### src/rtl/rosl_pkg.sv
// shared types and constants for the ray against oriented box slab test
package rosl_pkg;

  localparam int AXIS_W    = 16;
  localparam int AXIS_FRAC = 15;
  localparam int T_W       = 32;
  localparam int H_W       = 31;
  localparam int EPS_W     = 16;
  localparam int PROD_W    = AXIS_W + T_W;
  localparam int ACC_W     = PROD_W + 2;
  localparam int DOT_W     = ACC_W - AXIS_FRAC;
  localparam int NUM_W     = DOT_W + 1;
  localparam int QUO_W     = T_W + 1;
  localparam int PADDR_W   = 3;
  localparam int PDATA_W   = 32;

  localparam logic [EPS_W-1:0] EPS_RESET = 16'd66;
  localparam logic signed [T_W-1:0] T_MAX = 32'sh7FFF_FFFF;
  localparam logic signed [T_W-1:0] T_MIN = 32'sh8000_0000;

  // register index taken from paddr above the byte offset
  localparam logic [PADDR_W-3:0] REG_EPS = 1'b0;

  typedef struct packed {
    logic signed [AXIS_W-1:0] axis_x;
    logic signed [AXIS_W-1:0] axis_y;
    logic signed [AXIS_W-1:0] axis_z;
    logic        [H_W-1:0]    half_extent;
    logic signed [T_W-1:0]    to_center_x;
    logic signed [T_W-1:0]    to_center_y;
    logic signed [T_W-1:0]    to_center_z;
    logic signed [T_W-1:0]    ray_dir_x;
    logic signed [T_W-1:0]    ray_dir_y;
    logic signed [T_W-1:0]    ray_dir_z;
    logic                     last_axis;
  } in_item_t;

  typedef struct packed {
    logic                  hit;
    logic signed [T_W-1:0] t_near;
    logic signed [T_W-1:0] t_far;
  } out_item_t;

  typedef struct packed {
    logic en;
    logic clr;
  } dot_ctrl_t;

  typedef struct packed {
    logic                  done;
    logic signed [T_W-1:0] quo;
  } div_resp_t;

endpackage

### src/rtl/rosl_dot_unit.sv
// shared multiply-accumulate unit forming one dot product from three products
module rosl_dot_unit (
  input  logic                                 clk,
  input  rosl_pkg::dot_ctrl_t                  ctrl,
  input  logic signed [rosl_pkg::AXIS_W-1:0]   a,
  input  logic signed [rosl_pkg::T_W-1:0]      b,
  output logic signed [rosl_pkg::DOT_W-1:0]    dot
);

  logic signed [rosl_pkg::PROD_W-1:0] prod;
  logic signed [rosl_pkg::ACC_W-1:0]  prod_ext;
  logic signed [rosl_pkg::ACC_W-1:0]  acc_r;
  logic signed [rosl_pkg::ACC_W-1:0]  acc_nxt;

  assign prod     = a * b;
  assign prod_ext = $signed({{(rosl_pkg::ACC_W - rosl_pkg::PROD_W){prod[rosl_pkg::PROD_W-1]}},
                             prod});

  always_comb begin
    acc_nxt = acc_r;
    if (ctrl.en) begin
      acc_nxt = ctrl.clr ? prod_ext : acc_r + prod_ext;
    end
  end

  always_ff @(posedge clk) begin
    acc_r <= acc_nxt;
  end

  // dropping the low bits of a two's complement sum rounds toward minus infinity
  assign dot = $signed(acc_r[rosl_pkg::ACC_W-1:rosl_pkg::AXIS_FRAC]);

endmodule

### src/rtl/rosl_div_unit.sv
// radix-2 restoring divider: saturated fixed-point quotient, one bit a cycle
module rosl_div_unit #(
  parameter int FRAC_BITS = 16
) (
  input  logic                                clk,
  input  logic                                rst_n,
  input  logic                                start,
  input  logic signed [rosl_pkg::NUM_W-1:0]   num,
  input  logic signed [rosl_pkg::DOT_W-1:0]   den,
  output rosl_pkg::div_resp_t                 resp
);

  localparam int SCL_W = rosl_pkg::NUM_W + FRAC_BITS;
  localparam int HI_W  = SCL_W - rosl_pkg::QUO_W;
  localparam int CMP_W = (HI_W > rosl_pkg::DOT_W) ? HI_W : rosl_pkg::DOT_W;
  localparam int CNT_W = $clog2(rosl_pkg::QUO_W);

  typedef enum logic [3:0] {
    D_IDLE = 4'b0001,
    D_PREP = 4'b0010,
    D_RUN  = 4'b0100,
    D_DONE = 4'b1000
  } div_state_t;

  div_state_t                       dst_r, dst_nxt;
  logic [rosl_pkg::NUM_W-1:0]       mag_r;
  logic [rosl_pkg::DOT_W-1:0]       d_r;
  logic                             neg_r;
  logic                             ovf_r;
  logic [rosl_pkg::DOT_W-1:0]       rem_r;
  logic [rosl_pkg::QUO_W-1:0]       low_r;
  logic [rosl_pkg::QUO_W-1:0]       q_r;
  logic [CNT_W-1:0]                 cnt_r;

  logic [rosl_pkg::NUM_W-1:0]       num_mag;
  logic [rosl_pkg::DOT_W-1:0]       den_mag;
  logic [SCL_W-1:0]                 scaled;
  logic [HI_W-1:0]                  hi;
  logic                             ovf;
  logic [rosl_pkg::DOT_W:0]         trial;
  logic [rosl_pkg::DOT_W:0]         diff;
  logic                             fits;
  logic                             sat;
  logic [rosl_pkg::T_W-1:0]         q_low;

  assign num_mag = num[rosl_pkg::NUM_W-1] ? rosl_pkg::NUM_W'(-num) : rosl_pkg::NUM_W'(num);
  assign den_mag = den[rosl_pkg::DOT_W-1] ? rosl_pkg::DOT_W'(-den) : rosl_pkg::DOT_W'(den);

  assign scaled = {mag_r, {FRAC_BITS{1'b0}}};
  assign hi     = scaled[SCL_W-1:rosl_pkg::QUO_W];
  // quotient of 2^33 or more saturates either way, so only 33 bits are developed
  assign ovf    = CMP_W'(hi) >= CMP_W'(d_r);

  assign trial = {rem_r, low_r[rosl_pkg::QUO_W-1]};
  assign diff  = trial - {1'b0, d_r};
  assign fits  = trial >= {1'b0, d_r};

  always_comb begin
    dst_nxt = dst_r;
    case (dst_r)
      D_IDLE:  if (start) dst_nxt = D_PREP;
      D_PREP:  dst_nxt = ovf ? D_DONE : D_RUN;
      D_RUN:   if (cnt_r == CNT_W'(rosl_pkg::QUO_W - 1)) dst_nxt = D_DONE;
      D_DONE:  dst_nxt = start ? D_PREP : D_IDLE;
      default: dst_nxt = D_IDLE;
    endcase
  end

  always_ff @(posedge clk) begin
    if (!rst_n) begin
      dst_r <= D_IDLE;
    end else begin
      dst_r <= dst_nxt;
    end
  end

  always_ff @(posedge clk) begin
    if (start && ((dst_r == D_IDLE) || (dst_r == D_DONE))) begin
      mag_r <= num_mag;
      d_r   <= den_mag;
      neg_r <= num[rosl_pkg::NUM_W-1] ^ den[rosl_pkg::DOT_W-1];
    end
    if (dst_r == D_PREP) begin
      ovf_r <= ovf;
      rem_r <= rosl_pkg::DOT_W'(hi);
      low_r <= scaled[rosl_pkg::QUO_W-1:0];
      q_r   <= '0;
      cnt_r <= '0;
    end
    if (dst_r == D_RUN) begin
      rem_r <= fits ? diff[rosl_pkg::DOT_W-1:0] : trial[rosl_pkg::DOT_W-1:0];
      low_r <= {low_r[rosl_pkg::QUO_W-2:0], 1'b0};
      q_r   <= {q_r[rosl_pkg::QUO_W-2:0], fits};
      cnt_r <= cnt_r + 1'b1;
    end
  end

  assign sat   = ovf_r || (q_r[rosl_pkg::QUO_W-1:rosl_pkg::QUO_W-2] != 2'b00);
  assign q_low = q_r[rosl_pkg::T_W-1:0];

  always_comb begin
    resp.done = (dst_r == D_DONE);
    if (sat) begin
      resp.quo = neg_r ? rosl_pkg::T_MIN : rosl_pkg::T_MAX;
    end else begin
      resp.quo = neg_r ? $signed(-q_low) : $signed(q_low);
    end
  end

endmodule

### src/rtl/ray_obb_slab_test_top.sv
// top level of the ray against oriented box slab test with its register port
//
// One item carries one box axis; an item with last_axis set closes the box and
// yields one result (hit, t_near, t_far), after which the interval restarts at
// [0, max]. The block takes one item at a time and stalls its input while it
// works. A slab that the ray crosses uses the shared 16x32 multiply-accumulate
// for the two dot products, then two quotients on the one radix-2 divider (33
// quotient bits plus setup and finish), with the decide, update and finish
// control states around them. A slab the ray runs parallel to skips the
// divider, and an axis after a miss skips all arithmetic. A result waits in
// an output register, so the next box can start while it is stalled. The
// parallel_epsilon register sits at byte address 0 and may be written only
// while the block is idle.
module ray_obb_slab_test_top #(
  parameter int FRAC_BITS = 16
) (
  input  logic                              clk,
  input  logic                              rst_n,
  input  logic                              in_valid,
  output logic                              in_stall,
  input  rosl_pkg::in_item_t                in_data,
  output logic                              out_valid,
  input  logic                              out_stall,
  output rosl_pkg::out_item_t               out_data,
  input  logic                              psel,
  input  logic                              penable,
  input  logic                              pwrite,
  input  logic [rosl_pkg::PADDR_W-1:0]      paddr,
  input  logic [rosl_pkg::PDATA_W-1:0]      pwdata,
  output logic [rosl_pkg::PDATA_W-1:0]      prdata,
  output logic                              pready
);

  typedef enum logic [6:0] {
    ST_IDLE   = 7'b0000001,
    ST_DOT    = 7'b0000010,
    ST_DECIDE = 7'b0000100,
    ST_DIV1   = 7'b0001000,
    ST_DIV2   = 7'b0010000,
    ST_UPDATE = 7'b0100000,
    ST_FINISH = 7'b1000000
  } state_t;

  state_t                                  state_r, state_nxt;
  logic [2:0]                              step_r;
  rosl_pkg::in_item_t                      item_r;
  logic signed [rosl_pkg::DOT_W-1:0]       e_r;
  logic signed [rosl_pkg::T_W-1:0]         q1_r;
  logic signed [rosl_pkg::T_W-1:0]         q2_r;
  logic signed [rosl_pkg::T_W-1:0]         near_r;
  logic signed [rosl_pkg::T_W-1:0]         far_r;
  logic                                    missed_r;
  logic [rosl_pkg::EPS_W-1:0]              eps_r;
  logic                                    out_valid_r;
  rosl_pkg::out_item_t                     out_r;

  rosl_pkg::dot_ctrl_t                     dot_ctrl;
  logic signed [rosl_pkg::AXIS_W-1:0]      op_a;
  logic signed [rosl_pkg::T_W-1:0]         op_b;
  logic signed [rosl_pkg::DOT_W-1:0]       dot_val;
  logic [rosl_pkg::DOT_W-1:0]              f_mag;
  logic                                    steep;
  logic signed [rosl_pkg::NUM_W-1:0]       e_ext;
  logic signed [rosl_pkg::NUM_W-1:0]       h_ext;
  logic signed [rosl_pkg::NUM_W-1:0]       num_p;
  logic signed [rosl_pkg::NUM_W-1:0]       num_m;
  logic                                    div_start;
  logic signed [rosl_pkg::NUM_W-1:0]       div_num;
  rosl_pkg::div_resp_t                     div_resp;
  logic signed [rosl_pkg::T_W-1:0]         t_lo;
  logic signed [rosl_pkg::T_W-1:0]         t_hi;
  logic signed [rosl_pkg::T_W-1:0]         near_new;
  logic signed [rosl_pkg::T_W-1:0]         far_new;
  logic                                    in_acc;
  logic                                    out_free;
  logic                                    cfg_wr;
  logic                                    reg_sel;

  assign in_stall  = (state_r != ST_IDLE);
  assign in_acc    = in_valid && !in_stall;
  assign out_valid = out_valid_r;
  assign out_data  = out_r;
  assign out_free  = !(out_valid_r && out_stall);

  // configuration port
  assign pready  = 1'b1;
  assign reg_sel = (paddr[rosl_pkg::PADDR_W-1:2] == rosl_pkg::REG_EPS);
  assign cfg_wr  = psel && penable && pwrite && pready && reg_sel;
  assign prdata  = reg_sel ? {{(rosl_pkg::PDATA_W - rosl_pkg::EPS_W){1'b0}}, eps_r} : '0;

  // operand select for the shared multiplier: three to_center terms, then three ray_dir terms
  always_comb begin
    case (step_r)
      3'd0:    begin op_a = item_r.axis_x; op_b = item_r.to_center_x; end
      3'd1:    begin op_a = item_r.axis_y; op_b = item_r.to_center_y; end
      3'd2:    begin op_a = item_r.axis_z; op_b = item_r.to_center_z; end
      3'd3:    begin op_a = item_r.axis_x; op_b = item_r.ray_dir_x;   end
      3'd4:    begin op_a = item_r.axis_y; op_b = item_r.ray_dir_y;   end
      3'd5:    begin op_a = item_r.axis_z; op_b = item_r.ray_dir_z;   end
      default: begin op_a = item_r.axis_x; op_b = item_r.to_center_x; end
    endcase
  end

  assign dot_ctrl.en  = (state_r == ST_DOT);
  assign dot_ctrl.clr = (step_r == 3'd0) || (step_r == 3'd3);

  rosl_dot_unit u_dot (
    .clk  (clk),
    .ctrl (dot_ctrl),
    .a    (op_a),
    .b    (op_b),
    .dot  (dot_val)
  );

  // f is held in the accumulator from the decide state until both quotients are done
  assign f_mag = dot_val[rosl_pkg::DOT_W-1] ? rosl_pkg::DOT_W'(-dot_val)
                                            : rosl_pkg::DOT_W'(dot_val);
  assign steep = f_mag > {{(rosl_pkg::DOT_W - rosl_pkg::EPS_W){1'b0}}, eps_r};

  assign e_ext = $signed({{(rosl_pkg::NUM_W - rosl_pkg::DOT_W){e_r[rosl_pkg::DOT_W-1]}}, e_r});
  assign h_ext = $signed({{(rosl_pkg::NUM_W - rosl_pkg::H_W){1'b0}}, item_r.half_extent});
  assign num_p = e_ext + h_ext;
  assign num_m = e_ext - h_ext;

  assign div_start = ((state_r == ST_DECIDE) && steep) ||
                     ((state_r == ST_DIV1) && div_resp.done);
  assign div_num   = (state_r == ST_DIV1) ? num_m : num_p;

  rosl_div_unit #(
    .FRAC_BITS (FRAC_BITS)
  ) u_div (
    .clk   (clk),
    .rst_n (rst_n),
    .start (div_start),
    .num   (div_num),
    .den   (dot_val),
    .resp  (div_resp)
  );

  // interval narrowing
  assign t_lo     = (q1_r > q2_r) ? q2_r : q1_r;
  assign t_hi     = (q1_r > q2_r) ? q1_r : q2_r;
  assign near_new = (t_lo > near_r) ? t_lo : near_r;
  assign far_new  = (t_hi < far_r) ? t_hi : far_r;

  always_comb begin
    state_nxt = state_r;
    case (state_r)
      ST_IDLE:   if (in_acc) state_nxt = missed_r ? ST_FINISH : ST_DOT;
      ST_DOT:    if (step_r == 3'd5) state_nxt = ST_DECIDE;
      ST_DECIDE: state_nxt = steep ? ST_DIV1 : ST_FINISH;
      ST_DIV1:   if (div_resp.done) state_nxt = ST_DIV2;
      ST_DIV2:   if (div_resp.done) state_nxt = ST_UPDATE;
      ST_UPDATE: state_nxt = ST_FINISH;
      ST_FINISH: if (!item_r.last_axis || out_free) state_nxt = ST_IDLE;
      default:   state_nxt = ST_IDLE;
    endcase
  end

  always_ff @(posedge clk) begin
    if (!rst_n) begin
      state_r     <= ST_IDLE;
      step_r      <= '0;
      near_r      <= '0;
      far_r       <= rosl_pkg::T_MAX;
      missed_r    <= 1'b0;
      eps_r       <= rosl_pkg::EPS_RESET;
      out_valid_r <= 1'b0;
    end else begin
      state_r <= state_nxt;
      if (cfg_wr) begin
        eps_r <= pwdata[rosl_pkg::EPS_W-1:0];
      end
      if (in_acc) begin
        step_r <= '0;
      end else if (state_r == ST_DOT) begin
        step_r <= step_r + 1'b1;
      end
      if ((state_r == ST_DECIDE) && !steep && ((num_p < 0) || (num_m > 0))) begin
        missed_r <= 1'b1;
      end
      if (state_r == ST_UPDATE) begin
        near_r <= near_new;
        far_r  <= far_new;
        if ((near_new > far_new) || (far_new < 0)) begin
          missed_r <= 1'b1;
        end
      end
      if ((state_r == ST_FINISH) && item_r.last_axis && out_free) begin
        out_valid_r <= 1'b1;
        near_r      <= '0;
        far_r       <= rosl_pkg::T_MAX;
        missed_r    <= 1'b0;
      end else if (out_valid_r && !out_stall) begin
        out_valid_r <= 1'b0;
      end
    end
  end

  always_ff @(posedge clk) begin
    if (in_acc) begin
      item_r <= in_data;
    end
    if ((state_r == ST_DOT) && (step_r == 3'd3)) begin
      e_r <= dot_val;
    end
    if ((state_r == ST_DIV1) && div_resp.done) begin
      q1_r <= div_resp.quo;
    end
    if ((state_r == ST_DIV2) && div_resp.done) begin
      q2_r <= div_resp.quo;
    end
    if ((state_r == ST_FINISH) && item_r.last_axis && out_free) begin
      out_r.hit    <= !missed_r;
      out_r.t_near <= near_r;
      out_r.t_far  <= far_r;
    end
  end

  // a live interval is never empty and never lies behind the origin
  a_interval_ok: assert property (@(posedge clk) disable iff (!rst_n)
    !missed_r |-> ((near_r <= far_r) && (far_r >= 0)))
    else $error("interval inconsistent while box not missed");

  // an axis after a miss skips all arithmetic
  a_miss_skip: assert property (@(posedge clk) disable iff (!rst_n)
    (in_acc && missed_r) |=> (state_r == ST_FINISH))
    else $error("axis after a miss was not skipped");

  // quotients come back only while the sequencer waits for them
  a_div_owner: assert property (@(posedge clk) disable iff (!rst_n)
    div_resp.done |-> ((state_r == ST_DIV1) || (state_r == ST_DIV2)))
    else $error("divider finished outside a divide state");

  // emitting a result restarts the interval
  a_result_clears: assert property (@(posedge clk) disable iff (!rst_n)
    ((state_r == ST_FINISH) && item_r.last_axis && out_free) |=>
      (out_valid_r && !missed_r && (near_r == 0) && (far_r == rosl_pkg::T_MAX)))
    else $error("result load did not restart the interval");

endmodule

### config.mk
export PLATFORM = sky130hd
export DESIGN_NAME = ray_obb_slab_test_top
export DESIGN_NICKNAME = d
export VERILOG_FILES = /design/src/rtl/rosl_pkg.sv /design/src/rtl/rosl_dot_unit.sv /design/src/rtl/rosl_div_unit.sv /design/src/rtl/ray_obb_slab_test_top.sv
export SDC_FILE = /design/constraint.sdc
export NUM_CORES = 2
export LEC_CHECK = 0
export BUFFER_PORTS_ARGS = -buffer_cell sky130_fd_sc_hd__buf_2
export CORE_ASPECT_RATIO = 2
export CORE_MARGIN = 2
export CORE_UTILIZATION = 45
export CTS_CLUSTER_SIZE = 14
export DETAILED_ROUTE_END_ITERATION = 8
export SLEW_MARGIN = 20
export SYNTH_ARGS = -nofsm -noshare
export SYNTH_HDL_FRONTEND = slang
export SYNTH_SLANG_ARGS = --single-unit
### constraint.sdc
create_clock -name clk -period 23.6 [get_ports clk]
set_input_delay 0 -clock clk [delete_from_list [all_inputs] [get_ports clk]]
set_output_delay 0 -clock clk [all_outputs]
set_load 0.03 [all_outputs]
==> results.md <==
* Max Clock Freq at between 60 and 70 MHz
* Die width at 264 um
* Slew Viols, Final at 0
* GP Congestion at around 1
* Worst-margin pin slew at 1330 ps
* Reg area at approximately 0.021 sq mm
* Inserted Clock Buffers at 74
* Gr ovfl total at 0
* Reg clk slew, reported paths at around 80 ps
* Synthesized flop and latch total at between 700 and 800
* Mux contribution to synthesized area at roughly 2.1%
* Share of layout cells above drive strength 1 at 10.0%
* Post_cts resized at 0
* DRT Wirelength at 208000 um
* Initial antenna violation count at 11
* Vias at between 40000 and 50000
* Vert. Die Dim at approximately 520 um
* Synth Flop Type: edfxtp_1
* Fraction of the mapped netlist area in compound gates at 13.7%
* Most common cell after layout, fill and taps aside: inv_1
* Multi-input gate area at approximately 0.035 sq mm
* CP endpoint: u_dot.acc_r[49]$_DFFE_PP_
* Clk_lat worst skew at around 730 ps
* Area grow syn2layout at 18.9%
* Area of the mapped netlist at 0.0609 sq mm
* Synth Instances at approximately 6200
* TritonCTS clock tree: done
* DR pass1 iterations at 6
* Fin Hold WS at between 30 and 40 ps
* Worst-path fanout max at between 50 and 60
* FFs w/ async S/R, synth at 0%
* Mean Syn Cell Area at slightly below 10 sq um
* 1st-iter DRT viols at approximately 2900
* Critical Path RT at ~24000 ps
* Number of flops mapped to enable cells by yosys at 650
* Outcome: finished, final reports clean
* Die area at approximately 0.14 sq mm
* I/O Buffers at between 300 and 400
* HP Class: in2reg
* RSZ-0062 raised after global routing: no
* Core ar. at approximately 0.13 sq mm
* Final Setup Violations at 0
* FF-to-FF End: u_dot.acc_r[49]$_DFFE_PP_
* Slew margin rel. at 10.9%
* Adder-cell area share of the yosys netlist at between 20 and 30%
* Critical path launch point: step_r[0]$_SDFFE_PP0P_
* Final hold violations at 0
* Clock skew at 46.8 ps
* Crit-path slowest cell: mux2i_1
* Nets at between 8000 and 9000
* Max-Cap Viols at 0
* HPWL Detailed at between 150000 and 200000 um
* Setup TNS at 0 ps
* Ports at around 410
* Slowest cell delay on critical path at 980 ps
* Final ANT Viol Nets at 0
* CP Class: reg2reg
* Per-cell routed wire length at roughly 24 um
* Netlist cell types at about 110
* Cell mode on critical path: fa_1
* Levels on crit path at 42
* CTS max path bufs at 3
* Global-route wire length before repair at ~300000 um
* Reg2Reg Depth at between 40 and 50
* Largest net degree at the start of global routing at approximately 100
* Tcrit/Tclk final at between 60% and 70%
* Post-Synth XOR/XNOR Area at ~3.7%
* H-Tree Depth at 3
* Avg Vias per Cell at 5.62
* # DRC at 0
* R2r startpoint: step_r[0]$_SDFFE_PP0P_
* Register area share after synthesis at about a third
* Endpoint class of the critical path: flip-flop
* Number of global-route vias before repair at 52600
* Most frequent cells in the layout: inv_1, edfxtp_1, nand2_1
* Largest family of logic cells by synthesized area: adder cells
* CTS Root Cell: clkbuf_16
* Ys Warns at 0
* Fill count at between 10000 and 15000
* Initial Utilization at 45.4%
* Critical path startpoint category: flip-flop
* Worst path buffer plus inverter count at 7
* Reg-to-reg setup timing slack at approximately 9100 ps
* Postcts setup bufs at 0
* # rows at between 150 and 200
* Crit-path leading delay family: adder cells
* Synth Area in Simple Gates at 13.0%
* Fin crit period at between 10000 and 15000 ps
* Clk sinks at 746
* All-Layer GR Usage at roughly 30%
* Worst Path Arrival at roughly 15000 ps
==> routing by layer <==
metal	global-route usage, %	wire [um]	up-vias
met5	0	13	-
met4	31.8	26200	2
met3	4.04	9190	788
met2	58.4	112000	1882
met1	24.5	60200	24100
li1	-	-	22700
==> cell families after synthesis <==
kind of cell	count (synthesis)
adder cells (fa/ha/maj)	926
multiplexers	126
AO/OA/AOI/OAI	1279
AND/OR/NAND/NOR	1735
buffers and inverters	1133
flip-flops	746
other	2
XOR/XNOR	258
==> cell usage after synthesis, types with 19 or more instances <==
cell type	n	area, sq um
mux2i_1	104	1040
a21boi_0	29	218
buf_2	20	100
nor3_1	62	310
fa_1	490	9810
inv_1	868	3260
dfxtp_1	96	1920
o211ai_1	39	293
nand2_1	633	2380
a21o_1	148	1110
nor2b_1	56	350
a31oi_1	33	206
o21ai_1	31	155
nand4_1	59	369
xnor2_1	185	1620
o21ai_0	283	1420
a22oi_1	51	383
mux2_2	21	236
nand2b_1	50	313
nor2_1	579	2170
o21a_1	51	383
xor2_1	71	622
a222oi_1	30	300
clkbuf_1	191	717
o21bai_1	29	218
or3_1	34	213
and2_1	56	350
nor4_1	19	119
a21oi_1	313	1570
edfxtp_1	650	19500
or2_2	19	119
a211oi_1	52	390
o31ai_1	36	270
and3_1	24	150
nand3_1	60	300
o22ai_1	20	125
buf_1	30	113
ha_1	436	5460
==> flip-flops by register name, summed over array words and instances (netlist names), 6 cells and up <==
signal       cells
e_r             35
eps_r           16
far_r           32
h_ext           31
item_r         241
near_r          32
out_data        65
q1_r            32
q2_r            32
state_r          7
u_div.cnt_r      6
u_div.d_r       35
u_div.low_r     17
u_div.mag_r     36
u_div.q_r       33
u_div.rem_r     35
u_dot.acc_r     50
==> repair_timing <==
item,CTS,global route
hold buffers,519,0
endpoints found under the setup margin,0,0
hold endpoints to repair,327,0
==> area by class of cell <==
class                           count  share of cell area (%)
Antenna cell                        9                  0.0311
Inverter                          874                    4.54
Clock inverter                     46                   0.659
Timing Repair Buffer              986                    10.7
Sequential cell                   746                    29.6
Clock buffer                       84                    2.68
Tap cell                         1728                    2.99
Multi-Input combinational cell   4342                    48.8
==> metrics by stage <==
stage          cells  area (sq um)  util, %  setup slack, ps
2_1_floorplan   6221         60900        -            12570
3_3_place_gp    8157         64700     48.3             9730
3_5_place_dp    8157         64700     48.3             9600
4_1_cts         8806         72300     53.9             9540
5_1_grt         8812         72400     54.0             8790
6_report        8815         72400     54.0             9120
==> worst min-delay path by stage <==
stage | start | endpoint | cells after the start | slack (ps)
floorplan | in_data[193] | h_ext[0]$_DFFE_PP_ | 0 | 100
global route | in_data[38] | item_r[38]$_DFFE_PP_ | 2 | 40
CTS | in_data[253] | item_r[253]$_DFFE_PP_ | 2 | 1
detailed placement | in_data[89] | item_r[89]$_DFFE_PP_ | 1 | 180
global placement | in_data[99] | item_r[99]$_DFFE_PP_ | 1 | 180
finish | in_data[162] | item_r[162]$_DFFE_PP_ | 2 | 40
Power is not shown: default switching activity piles up to over one toggle a cycle in this logic, so the estimate is an artifact.
